--- src/hdl/u8cp_pkg.sv ---
// shared types and constants of the utf-8 to code point decoder
package u8cp_pkg;

  localparam int unsigned BufDepth = 4;
  localparam int unsigned CntW     = 3;

  localparam logic [20:0] Replacement = 21'h00FFFD;
  localparam logic [20:0] MaxCodePt   = 21'h10FFFF;
  localparam logic [20:0] SurrLo      = 21'h00D800;
  localparam logic [20:0] SurrHi      = 21'h00DFFF;

  typedef struct packed {
    logic [7:0] data_byte;
    logic       end_of_string;
  } in_t;

  typedef struct packed {
    logic [20:0] code_point;
    logic        rejected;
    logic        last_result;
  } out_t;

  // commands from controller to datapath
  typedef struct packed {
    logic load;
    logic step;
  } cmd_t;

  // status from datapath to controller
  typedef struct packed {
    logic discarding;
    logic stop;
    logic final_step;
    logic out_free;
  } sts_t;

endpackage

--- src/hdl/u8cp_datapath.sv ---
// byte buffer, sequence decode and result register of the decoder
module u8cp_datapath (
  input  logic             clk_i,
  input  logic             rst_ni,
  input  u8cp_pkg::cmd_t   cmd_i,
  output u8cp_pkg::sts_t   sts_o,
  input  u8cp_pkg::in_t    in_data_i,
  input  logic             cfg_valid_i,
  input  logic             cfg_data_i,
  output logic             out_valid_o,
  input  logic             out_ready_i,
  output u8cp_pkg::out_t   out_data_o
);

  logic [7:0]                buf_q [u8cp_pkg::BufDepth];
  logic [u8cp_pkg::CntW-1:0] cnt_q;
  logic                      eos_q;
  logic                      discarding_q;
  logic                      strict_q;
  logic                      out_valid_q;
  u8cp_pkg::out_t            out_q;

  logic [7:0]                b0;
  logic [1:0]                need;
  logic                      bad_lead;
  logic                      cont_bad;
  logic                      range_bad;
  logic                      incomplete;
  logic                      is_err;
  logic [20:0]               cp;
  logic [u8cp_pkg::CntW-1:0] consume;
  logic [u8cp_pkg::CntW-1:0] cnt_after;
  logic                      strict_err;

  always_comb begin
    b0       = buf_q[0];
    need     = 2'd0;
    bad_lead = 1'b0;
    cp       = 21'd0;
    unique case (b0) inside
      8'b0???????: begin
        cp = {13'd0, b0};
      end
      8'b110?????: begin
        need = 2'd1;
        cp   = {10'd0, b0[4:0], buf_q[1][5:0]};
      end
      8'b1110????: begin
        need = 2'd2;
        cp   = {5'd0, b0[3:0], buf_q[1][5:0], buf_q[2][5:0]};
      end
      8'b11110???: begin
        need = 2'd3;
        cp   = {b0[2:0], buf_q[1][5:0], buf_q[2][5:0], buf_q[3][5:0]};
      end
      default: begin
        bad_lead = 1'b1;
      end
    endcase

    // sequence not yet complete within the buffered bytes
    incomplete = !bad_lead && ({1'b0, need} >= cnt_q);

    cont_bad = 1'b0;
    if (need >= 2'd1 && buf_q[1][7:6] != 2'b10) cont_bad = 1'b1;
    if (need >= 2'd2 && buf_q[2][7:6] != 2'b10) cont_bad = 1'b1;
    if (need == 2'd3 && buf_q[3][7:6] != 2'b10) cont_bad = 1'b1;

    range_bad = (cp > u8cp_pkg::MaxCodePt) ||
                (cp >= u8cp_pkg::SurrLo && cp <= u8cp_pkg::SurrHi);

    is_err = bad_lead || incomplete || cont_bad || range_bad;

    if (bad_lead || (!incomplete && (cont_bad || range_bad))) begin
      consume = u8cp_pkg::CntW'(1);
    end else if (incomplete) begin
      consume = cnt_q;
    end else begin
      consume = u8cp_pkg::CntW'(need) + u8cp_pkg::CntW'(1);
    end
    cnt_after  = cnt_q - consume;
    strict_err = is_err && strict_q;
  end

  assign sts_o.discarding = discarding_q;
  assign sts_o.stop       = incomplete && !eos_q;
  assign sts_o.final_step = strict_err || (cnt_after == '0);
  assign sts_o.out_free   = !out_valid_q || out_ready_i;

  always_ff @(posedge clk_i or negedge rst_ni) begin
    if (!rst_ni) begin
      cnt_q        <= '0;
      eos_q        <= 1'b0;
      discarding_q <= 1'b0;
      strict_q     <= 1'b0;
      out_valid_q  <= 1'b0;
    end else begin
      if (cfg_valid_i) begin
        strict_q <= cfg_data_i;
      end
      if (cmd_i.load) begin
        if (discarding_q) begin
          if (in_data_i.end_of_string) discarding_q <= 1'b0;
        end else begin
          cnt_q <= cnt_q + u8cp_pkg::CntW'(1);
          eos_q <= in_data_i.end_of_string;
        end
      end
      if (cmd_i.step) begin
        out_valid_q <= 1'b1;
        if (strict_err) begin
          cnt_q        <= '0;
          discarding_q <= !eos_q;
        end else begin
          cnt_q <= cnt_after;
        end
      end else if (out_ready_i) begin
        out_valid_q <= 1'b0;
      end
    end
  end

  always_ff @(posedge clk_i) begin
    if (cmd_i.load && !discarding_q) begin
      buf_q[cnt_q[1:0]] <= in_data_i.data_byte;
    end
    if (cmd_i.step) begin
      if (strict_err) begin
        out_q <= '{code_point: '0, rejected: 1'b1, last_result: 1'b1};
      end else begin
        out_q.code_point  <= is_err ? u8cp_pkg::Replacement : cp;
        out_q.rejected    <= 1'b0;
        out_q.last_result <= eos_q && (cnt_after == '0);
      end
      // drop consumed bytes from the front
      case (consume)
        3'd1: begin
          buf_q[0] <= buf_q[1];
          buf_q[1] <= buf_q[2];
          buf_q[2] <= buf_q[3];
        end
        3'd2: begin
          buf_q[0] <= buf_q[2];
          buf_q[1] <= buf_q[3];
        end
        3'd3: begin
          buf_q[0] <= buf_q[3];
        end
        default: begin
        end
      endcase
    end
  end

  assign out_valid_o = out_valid_q;
  assign out_data_o  = out_q;

endmodule

--- src/hdl/u8cp_ctrl.sv ---
// control state machine of the decoder
module u8cp_ctrl (
  input  logic           clk_i,
  input  logic           rst_ni,
  input  logic           in_valid_i,
  output logic           in_ready_o,
  input  u8cp_pkg::sts_t sts_i,
  output u8cp_pkg::cmd_t cmd_o
);

  typedef enum logic {
    StIdle,
    StRun
  } state_e;

  state_e state_q;
  logic   in_ready_q;

  always_comb begin
    cmd_o.load = in_valid_i && in_ready_q;
    cmd_o.step = (state_q == StRun) && !sts_i.stop && sts_i.out_free;
  end

  always_ff @(posedge clk_i or negedge rst_ni) begin
    if (!rst_ni) begin
      state_q    <= StIdle;
      in_ready_q <= 1'b1;
    end else begin
      unique case (state_q)
        StIdle: begin
          if (cmd_o.load && !sts_i.discarding) begin
            state_q    <= StRun;
            in_ready_q <= 1'b0;
          end
        end
        StRun: begin
          if (sts_i.stop || (cmd_o.step && sts_i.final_step)) begin
            state_q    <= StIdle;
            in_ready_q <= 1'b1;
          end
        end
        default: begin
          state_q    <= StIdle;
          in_ready_q <= 1'b1;
        end
      endcase
    end
  end

  assign in_ready_o = in_ready_q;

endmodule

--- src/hdl/utf8_to_codepoint_decoder_top.sv ---
// top level of the utf-8 to code point decoder
//
//  channel | direction | handshake             | payload
//  --------+-----------+-----------------------+------------------------------------------
//  in      | input     | in_valid_i/in_ready_o | data_byte, end_of_string
//  out     | output    | out_valid_o/out_ready_i| code_point, rejected, last_result
//  cfg     | input     | cfg_valid_i/cfg_ready_o| strict_mode
//
// an item is accepted in the idle state and then decoded in the run state, one result per
// step while the result register is free, up to 4 results per byte; a byte that only
// extends a pending sequence still passes through the run state
// reset clears the byte count, the discard flag, the mode and the result valid flag
// while the result register is full and not taken the step waits and the input stays closed
// the next item is taken while the final result of the previous one is still on the output
module utf8_to_codepoint_decoder_top (
  input  logic           clk_i,
  input  logic           rst_ni,
  input  logic           in_valid_i,
  output logic           in_ready_o,
  input  u8cp_pkg::in_t  in_data_i,
  output logic           out_valid_o,
  input  logic           out_ready_i,
  output u8cp_pkg::out_t out_data_o,
  input  logic           cfg_valid_i,
  output logic           cfg_ready_o,
  input  logic           cfg_data_i
);

  u8cp_pkg::cmd_t cmd;
  u8cp_pkg::sts_t sts;

  // mode writes are to arrive only while idle; the block does not enforce this and always takes them
  assign cfg_ready_o = 1'b1;

  // sequencing of load and decode steps
  u8cp_ctrl u_ctrl (
    .clk_i      (clk_i),
    .rst_ni     (rst_ni),
    .in_valid_i (in_valid_i),
    .in_ready_o (in_ready_o),
    .sts_i      (sts),
    .cmd_o      (cmd)
  );

  // held bytes, one sequence decode per step and the result register
  u8cp_datapath u_datapath (
    .clk_i       (clk_i),
    .rst_ni      (rst_ni),
    .cmd_i       (cmd),
    .sts_o       (sts),
    .in_data_i   (in_data_i),
    .cfg_valid_i (cfg_valid_i),
    .cfg_data_i  (cfg_data_i),
    .out_valid_o (out_valid_o),
    .out_ready_i (out_ready_i),
    .out_data_o  (out_data_o)
  );

endmodule

--- config.mk ---
export PLATFORM = sky130hd
export DESIGN_NAME = utf8_to_codepoint_decoder_top
export DESIGN_NICKNAME = d
export VERILOG_FILES = /design/src/hdl/u8cp_pkg.sv /design/src/hdl/u8cp_datapath.sv /design/src/hdl/u8cp_ctrl.sv /design/src/hdl/utf8_to_codepoint_decoder_top.sv
export SDC_FILE = /design/constraint.sdc
export NUM_CORES = 1
export LEC_CHECK = 0
export BUFFER_PORTS_ARGS = -buffer_cell sky130_fd_sc_hd__buf_4
export CORE_MARGIN = 4
export CORE_UTILIZATION = 38
export CTS_BUF_LIST = sky130_fd_sc_hd__clkbuf_8
export DETAILED_ROUTE_END_ITERATION = 16
export PLACE_DENSITY = 0.55
export SYNTH_ARGS = -nofsm -noshare
export SYNTH_HDL_FRONTEND = slang
export SYNTH_SLANG_ARGS = --single-unit
export TNS_END_PERCENT = 50
--- constraint.sdc ---
create_clock -name clk_i -period 5.04 [get_ports clk_i]
set_clock_uncertainty 0.2 [all_clocks]
set_input_delay 0 -clock clk_i [delete_from_list [all_inputs] [get_ports clk_i]]
set_output_delay 0 -clock clk_i [all_outputs]
set_load 0.005 [all_outputs]
==> results of run 1 <==
## registers in the layout, indices dropped and copies added, names as in the netlist
signal                   flops
u_datapath.buf_q            32
u_datapath.out_data_o       23
u_datapath.cnt_q             3
u_ctrl.in_ready_o            1
u_ctrl.state_q               1
u_datapath.discarding_q      1
u_datapath.eos_q             1
u_datapath.out_valid_o       1
u_datapath.strict_q          1
## critical path, stage by stage, from the launching register on
cell                       delay (ns)
sky130_fd_sc_hd__edfxtp_1        0.54
sky130_fd_sc_hd__nand2b_1        0.22
sky130_fd_sc_hd__a21o_1          0.24
sky130_fd_sc_hd__ha_1            0.31
sky130_fd_sc_hd__nor3b_1         0.23
sky130_fd_sc_hd__nor3_1          0.13
sky130_fd_sc_hd__a311oi_2        0.29
sky130_fd_sc_hd__o211ai_2        0.24
sky130_fd_sc_hd__o21ai_2         0.31
sky130_fd_sc_hd__inv_2           0.08
sky130_fd_sc_hd__ha_1            0.20
sky130_fd_sc_hd__fa_1            0.43
sky130_fd_sc_hd__xnor3_1         0.35
sky130_fd_sc_hd__nor2_1          0.25
sky130_fd_sc_hd__a21o_1          0.16
## per-stage QoR
step	area, sq um	instances	total power, mW
2_1_floorplan	3480	301	1.31
6_report	4240	467	2.02
4_1_cts	4240	467	2.03
5_1_grt	4240	467	2.16
3_5_place_dp	3850	435	1.52
3_3_place_gp	3850	435	1.51
## area by class of cell
cell class,instances,area [sq um]
Tap cell,108,135
Fill cell,796,4570
Timing Repair Buffer,58,475
Inverter,15,56.3
Multi-Input combinational cell,206,1470
Clock inverter,7,100
Sequential cell,64,1880
Clock buffer,9,124
## synthesized netlist by cell type (all sizes together) (2+ instances only)
cell type and n:
nand2 34, mux2i 2, a222oi 5, dfrtp 8, or2 2, xnor2 2
mux2 10, a21oi 18, and3 8, a21o 6, o31ai 4, a22o 2
ha 9, o221a 8, nand2b 8, nor2 12, a31oi 10, clkbuf 11
nor2b 2, o22ai 8, nor3 4, nand3 5, buf 5, edfxtp 55
o21ai 8, a221oi 5, inv 14, or3 4, a22oi 6, or2b 3
o211ai 2
## layout by cell type, fill, tap and decap left out, types with 7 or more instances in the layout
cell type                       synthesis  layout
sky130_fd_sc_hd__inv_1                 12      12
sky130_fd_sc_hd__clkbuf_8               0       9
sky130_fd_sc_hd__nand2b_1               8       8
sky130_fd_sc_hd__a31oi_1               10      10
sky130_fd_sc_hd__buf_4                  3      42
sky130_fd_sc_hd__mux2_2                10      10
sky130_fd_sc_hd__o21ai_0                7       7
sky130_fd_sc_hd__a21oi_1               17      17
sky130_fd_sc_hd__ha_1                   9       9
sky130_fd_sc_hd__o22ai_1                8       8
sky130_fd_sc_hd__edfxtp_1              55      55
sky130_fd_sc_hd__nand2_1               34      34
sky130_fd_sc_hd__and3_1                 8       8
sky130_fd_sc_hd__dfrtp_1                8       8
sky130_fd_sc_hd__nor2_1                12      12
sky130_fd_sc_hd__dlygate4sd3_1          0      16
## path summary, 6_finish.rpt
path | from | slack, ns | to
max | u_datapath.buf_q[0][3] | 0.74 | u_datapath.out_data_o[0]
min | in_data_i[1] | 0.20 | u_datapath.buf_q[3][0]
max reg2reg | u_datapath.buf_q[0][3] | 0.74 | u_datapath.out_data_o[0]
min reg2reg | u_datapath.discarding_q | 0.34 | u_datapath.discarding_q
max in group asynchronous | rst_ni | 3.36 | u_datapath.out_valid_o
min in group asynchronous | rst_ni | 0.47 | u_ctrl.in_ready_o
## repair_timing
action / in CTS / in global routing
hold buffers: 16 / 0
endpoints found under the hold margin: 46 / 0
endpoints found under the setup margin: 0 / 0
## logic make-up after synthesis
kind of cell | after synthesis | synth area share
and+or+nand+nor | 86 | 0.123
muxes | 12 | 0.0381
adders and majority gates | 10 | 0.0381
xor gates and xnor gates | 3 | 0.0115
AOI/OAI and AO/OA | 94 | 0.209
DFF | 64 | 0.540
other | 1 | 0.00108
buffers and inverters | 31 | 0.0392
## power by group
part / internal [mW] / switching (mW) / total (mW)
logic: 0.304 / 0.405 / 0.709
clock network: 0.283 / 0.216 / 0.499
registers: 0.723 / 0.0860 / 0.809
total: 1.31 / 0.707 / 2.02
## routing by layer
layer / global-route usage / share of wire / up-vias / wire, um
li1: - / - / 1273 / -
met1: 0.225 / 0.48 / 1235 / 3860
met2: 0.233 / 0.43 / 97 / 3460
met3: 0.0448 / 0.076 / 12 / 607
met4: 0.0446 / 0.013 / 0 / 106
met5: 0 / 0 / - / 0
==> metrics list, run 1 <==
- Outcome: completed
- Max transition margin: 0.307
- Summing over every cut layer, the via total after detailed routing is 2,617.
* Wire length of the first global-routing pass: 13.8 mm
* Initial core utilization: 0.395
- After detailed routing, the number of remaining DRC violations is 0.
- The worst setup path is of the reg2reg kind.
- The later pin in the worst-skew pair is clocked with a latency of 0.35 ns.
- Synthesis produced 301 cells.
* Largest net degree at the start of global routing: 26
- Part of the cycle the worst path needs: 0.853
- For this design, the sink count on the clock tree is 64.
- Setup fix buffers added after clock tree synthesis: 0
- Number of cells on the worst reg-to-reg path: 14
- Area leader, netlist: sky130_fd_sc_hd__edfxtp_1
* Count of endpoints failing setup in the final report: 0
- Achievable Freq: 0.233 GHz
- Number of register bits inferred by synthesis: 64
- The routed design has 8.04 mm of wire.
- Count of yosys warnings during synthesis: 0
* Inserted Clock Buffers: 9
- Count of boundary I/O pins: 41
* DRT Pass-1 Iters: 5
- Top-area cell type share of the netlist area: 0.475
- The min-delay analysis places its worst path in the category in2reg.
* Startpoint Class: register
- The floorplan has 34 rows.
- Crit. End Element: register
- Setup total negative slack: 0 ns
* Final Hold Vio Count: 0
* Port-buffer cells: 39
- Hold timing on the final database bottoms out at a slack of 0.196 ns.
- The worst path needs 4.30 ns of the cycle, external delays included.
* Leak: 1.63 nW
- Synth-to-Final Area Change: 21.8%
* Ratio of cells with drive above 1 in the final layout: 0.240
* Worst slack at placement: 0.785 ns
- The die is 104 um wide.
- Number of global-route vias before repair: 2,624
- Number of stages on the worst hold path: 2
- Total global routing overflow: 0
- For this run, the share of the core covered by cells in the final layout is 0.481.
- Netlist area before placement: 3480 sq um
* Number of enable flip-flop cells after synthesis: 55
* Weighted congestion reported at the end of routability-driven placement: 0.838
- The number of antenna diodes in the final layout is 0.
* Area of the die: 10,700 sq um
- The initial antenna violation count is 0.
* Pin slew with the least headroom to its limit: 1.03 ns
- Clock-pin slew was measured on the worst setup and hold paths at 0.08 ns.
- After detailed routing, the number of vias per cell comes to 5.60.
- Data arrives at the worst endpoint at 4.32 ns.
- Final number of max-transition violations: 0
* Post-Syn Area per Cell: 11.6 sq um
* TritonCTS clock tree: done
- Data required, critical path: 5.06 ns
- Unrepaired setup endpoints after global routing: no
- The share of the Yosys chip area taken by registers is 0.540.
- Drt wl/cell: 17.2 um
* Half-perimeter wire length of the detailed placement result: 5.91 mm
* Ranking of synthesized cells by area: sky130_fd_sc_hd__edfxtp_1 (47%), sky130_fd_sc_hd__dfrtp_1 (5.8%), sky130_fd_sc_hd__nand2_1 (3.7%)
* Count of maximum capacitance violations: 0
- The number of different library cells used by synthesis comes to 60.
- Maximum clock path buffer count: 2
* Clock tree root driver cell: sky130_fd_sc_hd__clkbuf_8
* Number of H-tree levels: 3
- Measured along the y axis, the die boundary spans 104 um.
- P per Cell Area: 476 nW/um^2
* Cts repair resizes: 0
* Number of DRC markers in iteration 0: 168
- IR analysis of the VDD net gives a maximum drop of 0.000206 V.
- Most frequently used flop master after synthesis: sky130_fd_sc_hd__edfxtp_1
- Post-synth net total: 326
- Final net count: 379
* Overall fraction of global-route tracks in use: 0.157
- Once routing completed, OpenROAD measured the worst setup slack at 0.741 ns.
- Placeable core region: 8810 sq um
* Residual antenna-violating net count after detailed routing: 0
- After synthesis, the share of flip-flops with an asynchronous set or reset is 0.141.
- Of all nets on the critical path, the largest fanout is 11.
(Power assumes the default switching activity.)
==> inputs of run 2 (changes only) <==
--- a/config.mk
+++ b/config.mk
@@ -6,9 +6,10 @@
 export NUM_CORES = 1
 export LEC_CHECK = 0
 export BUFFER_PORTS_ARGS = -buffer_cell sky130_fd_sc_hd__buf_4
-export CORE_MARGIN = 4
+export CORE_MARGIN = 3
 export CORE_UTILIZATION = 38
 export CTS_BUF_LIST = sky130_fd_sc_hd__clkbuf_8
+export CTS_CLUSTER_DIAMETER = 30
 export DETAILED_ROUTE_END_ITERATION = 16
 export PLACE_DENSITY = 0.55
 export SYNTH_ARGS = -nofsm -noshare
==> constraint.sdc (replaced) <==
create_clock -name clk_i -period 5.04 [get_ports clk_i]
set_clock_uncertainty 0.2 [all_clocks]
set_input_delay 1.008 -clock clk_i [delete_from_list [all_inputs] [get_ports clk_i]]
set_output_delay 1.008 -clock clk_i [all_outputs]
set_load 0.005 [all_outputs]
==> metrics list, run 2 (same netlist as run 1, synthesis figures left out) <==
- The placed wire-length estimate after detailed placement was 6.05 mm (was 5.91 mm).
* DRT Pass-1 Iters: 6 (was 5)
- Port-buffer cells: 39 (unchanged)
* Residual antenna-violating net count after detailed routing: 0 (unchanged)
- The routed wire length came to 8.30 mm (was 8.04 mm).
- Placed cells: 435 (unchanged)
- R2r startpoint: u_datapath.buf_q[0][3] (unchanged)
* Post-route cell area: 4100 sq um (was 4240 sq um)
- The placer's final routability congestion estimate is 0.896 (was 0.838).
* Setup fix buffers added after clock tree synthesis: 0 (unchanged)
- The via count of the first global-routing pass is 2,493 (was 2,624).
- Number of cells on the worst reg-to-reg path: 14 (unchanged)
- The deepest clock path buffer count was 2 (unchanged).
* Ratio of cells with drive above 1 in the final layout: 0.248 (was 0.240)
- Pin slew with the least headroom to its limit: 1.06 ns (was 1.03 ns)
* Detailed-route vias per instance: 5.89 (was 5.60)
- Number of antenna violations at the first check in global routing: 0 (unchanged)
- Cts-stage hold buffer count: 0 (was 16)
* Drt wl/cell: 18.4 um (was 17.2 um)
* Clock transition at path regs: 0.08 ns (about the same)
- Setup total negative slack: 0 ns (unchanged)
* Wire length of the first global-routing pass: 13.1 mm (was 13.8 mm)
- The endpoint required time on the critical path is 5.07 ns (was 5.06 ns).
* Clock tree root driver cell: sky130_fd_sc_hd__clkbuf_8 (unchanged)
* Cts repair resizes: 0 (unchanged)
- The critical setup path kind was reg2reg (unchanged).
- CTS sink cnt: 64 (unchanged)
* Clock latency on the worst-skew pair: 0.35 ns (about the same)
- Final number of max-transition violations: 0 (unchanged)
- Cell-internal power: 1.35 mW (was 1.31 mW)
- The fill cell total of the finished layout was 824 (was 796).
- Overall fraction of global-route tracks in use: 0.169 (was 0.157)
- Worst setup startpoint: u_datapath.buf_q[0][3] (unchanged)
- Endpoint of the lowest-slack register-to-register path: u_datapath.out_data_o[0] (unchanged)
- Outcome: completed (unchanged)
* Count of unresolved DRC violations after routing: 0 (unchanged)
* Die height: 102 um (was 104 um)
- Largest net degree at the start of global routing: 26 (unchanged)
* Number of DRC markers in iteration 0: 240 (was 168)
- Synth-to-Final Area Change: 17.8% (was 21.8%)
- Final standard cell count with taps included and fillers excluded: 451 (was 467)
- The power share of the clock group was 0.264 (was 0.247).
* P per Cell Area: 505 nW/um^2 (was 476 nW/um^2)
* Initial core utilization: 0.395 (unchanged)
- Count of maximum capacitance violations: 0 (unchanged)
- Inserted Clock Buffers: 9 (unchanged)
- The share of the cycle needed by the critical path after routing was 0.853 (about the same).
* Cell area after placement: 3850 sq um (unchanged)
* Register name with the most flops: u_datapath.buf_q (unchanged)
- The die outline width was 102 um (was 104 um).
- The worst-case headroom to the max-slew limit came to 0.287 (was 0.307).
- Crit. End Element: register (unchanged)
- Worst voltage drop across the vdd grid: 0.000173 V (was 0.000206 V)
* Placeable core region: 8810 sq um (unchanged)
* TritonCTS clock tree: done (unchanged)
* Antenna diode count: 0 (unchanged)
* Total global routing overflow: 0 (unchanged)
- Switching power total: 719 uW (was 707 uW)
* Final worst path period need: 4.30 ns (about the same)
- Switching share of total power: 0.348 (was 0.350)
* Total power draw: 2.07 mW (was 2.02 mW)
- The data arrival time of the critical path came to 4.33 ns (was 4.32 ns).
- The reported leakage power came to 1.57 nW (was 1.63 nW).
- Unrepaired setup endpoints after global routing: no (unchanged).
- The I/O pin count came to 41 (unchanged).
- The upper clock frequency limit was 0.233 GHz (about the same).
* Standard-cell rows: 34 (unchanged)
- The power share of the sequential group came to 0.392 (was 0.401).
- The biggest fanout along the worst timing path was 11 (unchanged).
* Final Hold Vio Count: 0 (unchanged)
* Count of endpoints failing setup in the final report: 0 (unchanged)
- Worst setup endpoint: u_datapath.out_data_o[0] (unchanged)
- The total vias in the final route came to 2,657 (was 2,617).
* Commonest non-fill, non-tap cells in the layout: sky130_fd_sc_hd__edfxtp_1 (55), sky130_fd_sc_hd__buf_4 (42), sky130_fd_sc_hd__nand2_1 (34), sky130_fd_sc_hd__a21oi_1 (17) (was sky130_fd_sc_hd__edfxtp_1 (55), sky130_fd_sc_hd__buf_4 (42), sky130_fd_sc_hd__nand2_1 (34), sky130_fd_sc_hd__a21oi_1 (17), sky130_fd_sc_hd__dlygate4sd3_1 (16))
- Max reg flops: 32 (unchanged)
- Setup slack of the worst register-to-register path: 0.74 ns (about the same)
- The core occupancy in the finished layout is 0.465 (was 0.481).
- The class of the tightest hold or removal check was in2async (was in2reg).
- Logic gate share of total power: 0.344 (was 0.351)
- The count of H-tree levels built during CTS came to 3 (unchanged).
- The most frequent standard cell in the layout excluding fill and tap cells is sky130_fd_sc_hd__edfxtp_1 (unchanged).
* Final net count: 363 (was 379)
- Area of the die: 10,300 sq um (was 10,700 sq um)
- Startpoint Class: register (unchanged)
run 2: changes by cell type in the layout (fill, tap and decap cells not counted), sizes merged:
cell / delta
dlygate4sd3: -16
inv: -2
bufinv: +1
clkinvlp: +1
run 2: how the worst min path moves through the flow:
stage / start / to
floorplan: u_datapath.eos_q / u_datapath.discarding_q
global placement: u_datapath.discarding_q / u_datapath.discarding_q
detailed placement: u_datapath.discarding_q / u_datapath.discarding_q
CTS: rst_ni / u_datapath.cnt_q[2]
global route: rst_ni / u_datapath.cnt_q[2]
finish: rst_ni / u_datapath.cnt_q[2]
run 2: per-layer routing:
metal | vias to the layer above | wire length, um | GRT usage
li1 | 1244 | - | -
met1 | 1287 | 4010 | 0.248
met2 | 111 | 3500 | 0.235
met3 | 15 | 586 | 0.0317
met4 | 0 | 211 | 0.0910
met5 | - | 0 | 0
run 2: power groups by stage:
stage,sequential [mW],clock (mW),combinational [mW]
after global placement,0.821,0,0.695
after floorplan,0.787,0,0.519
after global routing,0.823,0.576,0.801
after CTS,0.808,0.552,0.710
after detailed placement,0.820,0,0.705
final,0.811,0.545,0.710
run 2: critical path, cell delays in order (launching register included):
cell                       delay [ns]
sky130_fd_sc_hd__edfxtp_1        0.54
sky130_fd_sc_hd__nand2b_1        0.22
sky130_fd_sc_hd__a21o_1          0.24
sky130_fd_sc_hd__ha_1            0.31
sky130_fd_sc_hd__nor3b_1         0.23
sky130_fd_sc_hd__nor3_1          0.13
sky130_fd_sc_hd__a311oi_2        0.29
sky130_fd_sc_hd__o211ai_2        0.23
sky130_fd_sc_hd__o21ai_2         0.30
sky130_fd_sc_hd__inv_2           0.09
sky130_fd_sc_hd__ha_1            0.20
sky130_fd_sc_hd__fa_1            0.42
sky130_fd_sc_hd__xnor3_1         0.35
sky130_fd_sc_hd__nor2_1          0.26
sky130_fd_sc_hd__a21o_1          0.16
run 2: area by class of cell:
cell class	count	area (sq um)	area share
clock buffer	9	124	0.0302
clock inverter	7	119	0.0290
inverter	15	56.3	0.0137
multi-input combinational	206	1470	0.359
sequential	64	1880	0.458
tap	108	135	0.0330
timing repair buffer	42	315	0.0770
run 2: metrics by stage:
stage	hold slack [ns]	setup WS, ns
finish	0.264	0.743
global route	0.260	0.399
CTS	0.258	0.773
detailed placement	0.336	0.823
global placement	0.332	0.907
floorplan	0.294	0.989
==> inputs of run 3 (changes only) <==
--- a/config.mk
+++ b/config.mk
@@ -15,4 +15,4 @@
 export SYNTH_ARGS = -nofsm -noshare
 export SYNTH_HDL_FRONTEND = slang
 export SYNTH_SLANG_ARGS = --single-unit
-export TNS_END_PERCENT = 50
+export TNS_END_PERCENT = 10
==> constraint.sdc (replaced) <==
create_clock -name clk_i -period 4.55 [get_ports clk_i]
set_clock_uncertainty 0.2 [all_clocks]
set_input_delay 0.91 -clock clk_i [delete_from_list [all_inputs] [get_ports clk_i]]
set_output_delay 0.91 -clock clk_i [all_outputs]
set_load 0.005 [all_outputs]
==> metrics list, run 3 (same netlist as run 1, synthesis figures left out) <==
- Unrepaired setup endpoints after global routing: no (unchanged).
- Count of unresolved DRC violations after routing: 0 (unchanged)
- DRT Pass-1 Iters: 5 (was 6)
- Weighted congestion reported at the end of routability-driven placement: 0.879 (was 0.896)
- The power share of the clock group is 0.196 (was 0.264).
- The final critical-path required period is 4.19 ns (was 4.30 ns).
- Final Hold Vio Count: 0 (unchanged)
- The count of buffer and inverter cells on the critical path is 1 (unchanged).
* Maximum single-stage delay on the critical path: 0.52 ns (was 0.54 ns)
- The quantity of gates resized following cts is 0 (unchanged).
- Achievable Freq: 0.238 GHz (was 0.233 GHz)
- The die outline area is 10,300 sq um (unchanged).
- The reported max-cap violation count came to 0 (unchanged).
- The register clock-pin slew on the reported worst setup and hold paths was 0.07 ns (was 0.08 ns).
* Class of the tightest hold or removal check: in2async (unchanged)
- The critical setup path kind is reg2reg (unchanged).
- The die outline width was 102 um (unchanged).
- The total inserted antenna cells was 0 (unchanged).
- The number of sinks handled by clock tree synthesis is 64 (unchanged).
* Max transition margin: 0.591 (was 0.287)
* Number of DRC markers in iteration 0: 171 (was 240)
* Number of antenna violations at the first check in global routing: 0 (unchanged)
- Pin slew with the least headroom to its limit: 0.611 ns (was 1.06 ns)
- The share of the cycle needed by the critical path after routing was 0.922 (was 0.853).
* TritonCTS clock tree: done (unchanged)
- The routed wire length was 7.87 mm (was 8.30 mm).
- The type of element launching the critical path was a register (unchanged).
- Port-buffer cells: 39 (unchanged)
- R2r startpoint: u_datapath.buf_q[0][3] (unchanged)
- Overall fraction of global-route tracks in use: 0.162 (was 0.169)
- Initial core utilization: 0.395 (unchanged)
* Synth-to-Final Area Change: 15.9% (was 17.8%)
- The reported leakage power came to 1.54 nW (was 1.57 nW).
- The sequential cell area in the final layout was 1880 sq um (unchanged).
* Count of endpoints failing setup in the final report: 0 (unchanged)
* Placeable core region: 8810 sq um (unchanged)
- Worst path top cell family by delay: compound AO/OA/AOI/OAI gates (unchanged)
- Most common library cell in the layout ignoring fill and taps: sky130_fd_sc_hd__edfxtp_1 (unchanged)
* Worst setup startpoint: u_datapath.buf_q[0][3] (unchanged)
- The switching portion of total power was 0.365 (was 0.348).
* Cell-internal power: 1.32 mW (was 1.35 mW)
* Data required, critical path: 4.56 ns (was 5.07 ns)
- The number of nets in the final layout is 365 (was 363).
- Detailed-route vias per instance: 5.72 (was 5.89)
- Setup total negative slack: 0 ns (unchanged)
- Switching power total: 759 uW (was 719 uW)
* Commonest non-fill, non-tap cells in the layout: sky130_fd_sc_hd__edfxtp_1 (55), sky130_fd_sc_hd__buf_4 (44), sky130_fd_sc_hd__nand2_1 (34), sky130_fd_sc_hd__a21oi_1 (17), sky130_fd_sc_hd__inv_1 (13) (was sky130_fd_sc_hd__edfxtp_1 (55), sky130_fd_sc_hd__buf_4 (42), sky130_fd_sc_hd__nand2_1 (34), sky130_fd_sc_hd__a21oi_1 (17))
- Worst path arrival time: 4.20 ns (was 4.33 ns)
- The hold-fix buffer count after cts came to 0 (unchanged).
- Outcome: completed (unchanged).
- The die height came to 102 um (unchanged).
- The post-placement worst setup slack came to 0.379 ns (was 0.823 ns).
* Number of H-tree levels: 3 (unchanged)
- The biggest fanout along the worst timing path was 11 (unchanged).
- Half-perimeter wire length of the detailed placement result: 5.82 mm (was 6.05 mm)
- Clock latency on the worst-skew pair: 0.34 ns (was 0.35 ns)
* Largest net degree at the start of global routing: 26 (unchanged)
- The deepest clock path buffer count was 2 (unchanged).
* Worst voltage drop across the vdd grid: 0.000181 V (was 0.000173 V)
* Proportion of power drawn by flip-flops and latches: 0.430 (was 0.392)
- The clock root buffer was sky130_fd_sc_hd__clkbuf_8 (unchanged).
- The fill cell total of the finished layout is 819 (was 824).
- Max stage delay cell, worst path: sky130_fd_sc_hd__edfxtp_1 (unchanged)
- The worst setup slack for register-to-register paths is 0.36 ns (was 0.74 ns).
* Register name with the most flops: u_datapath.buf_q (unchanged)
- Logic gate share of total power: 0.374 (was 0.344)
- The global-route wire length before repair was 12.9 mm (was 13.1 mm).
* Residual antenna-violating net count after detailed routing: 0 (unchanged)
- The number of buffers inserted during clock tree synthesis was 9 (unchanged).
- The area of the multi-input gates was 1470 sq um (unchanged).
- The areal power density over the cells came to 516 nW/um^2 (was 505 nW/um^2).
* Setup fix buffers added after clock tree synthesis: 0 (unchanged)
* Crit. End Element: register (unchanged)
- Critical Path, Cell by Cell: nand2b_1 > a21o_1 > ha_1 > nor3b_1 > nor3_1 > a311oi_2 > o211ai_2 > o21ai_2 > inv_2 > ha_1 > fa_1 > xnor3_1 > nor2_1 > a21o_1 (unchanged)
- The number of flip-flops in the largest register was 32 (unchanged).
- Ratio of cells with drive above 1 in the final layout: 0.249 (was 0.248)
- The row count came to 34 (unchanged).
- Final number of max-transition violations: 0 (unchanged)
* Number of global-route vias before repair: 2,468 (was 2,493)
- The average routed wire per standard cell is 17.4 um (was 18.4 um).
- The total vias in the final route is 2,591 (was 2,657).
- Smallest setup slack after layout: 0.355 ns (was 0.743 ns)
- The global route total overflow is 0 (unchanged).
- The I/O pin count is 41 (unchanged).
run 3: final timing paths:
kind | endpoint | cells past startpoint
setup / recovery | u_datapath.out_data_o[0] | 14
max in group asynchronous | u_ctrl.in_ready_o | 1
min in group clk_i | u_datapath.discarding_q | 1
hold reg to reg | u_datapath.discarding_q | 1
hold / removal | u_datapath.cnt_q[0] | 1
setup reg to reg | u_datapath.out_data_o[0] | 14
run 3: layout make-up:
class	instances	area share
clock buffer	9	0.0307
clock inverter	7	0.00993
inverter	15	0.0140
multi-input combinational	206	0.364
sequential	64	0.466
tap	108	0.0335
timing repair buffer	44	0.0819
run 3: worst register-to-register path: stages (launching register included):
cell                       delay, ns
sky130_fd_sc_hd__edfxtp_1       0.52
sky130_fd_sc_hd__nand2b_1       0.22
sky130_fd_sc_hd__a21o_1         0.24
sky130_fd_sc_hd__ha_1           0.31
sky130_fd_sc_hd__nor3b_1        0.23
sky130_fd_sc_hd__nor3_1         0.12
sky130_fd_sc_hd__a311oi_2       0.29
sky130_fd_sc_hd__o211ai_2       0.21
sky130_fd_sc_hd__o21ai_2        0.29
sky130_fd_sc_hd__inv_2          0.09
sky130_fd_sc_hd__ha_1           0.20
sky130_fd_sc_hd__fa_1           0.42
sky130_fd_sc_hd__xnor3_1        0.35
sky130_fd_sc_hd__nor2_1         0.22
sky130_fd_sc_hd__a21o_1         0.15
run 3: metal layers:
metal  routed length, um  track usage  vias to the layer above
met5                   0            0                        -
met4                 151       0.0613                        0
met3                 482       0.0372                       12
met2                3390        0.228                       89
met1                3840        0.242                     1243
li1                    -            -                     1247
run 3: per-stage QoR:
stage	std cells	cell area, sq um	hold slack (ns)	power, mW	utilization
after detailed placement	437	3870	0.337	1.69	0.439
after global placement	437	3870	0.321	1.67	0.439
final	453	4030	0.177	2.08	0.458
after global routing	453	4030	0.177	2.23	0.458
after floorplan	301	3480	0.294	1.45	-
after CTS	453	4030	0.171	2.10	0.458
run 3: power groups by stage:
stage	Clock, mW	Combinational (mW)	Sequential [mW]
after CTS	0.421	0.784	0.893
after global placement	0	0.767	0.904
after detailed placement	0	0.780	0.906
final	0.408	0.778	0.895
after floorplan	0	0.575	0.872
after global routing	0.444	0.880	0.909
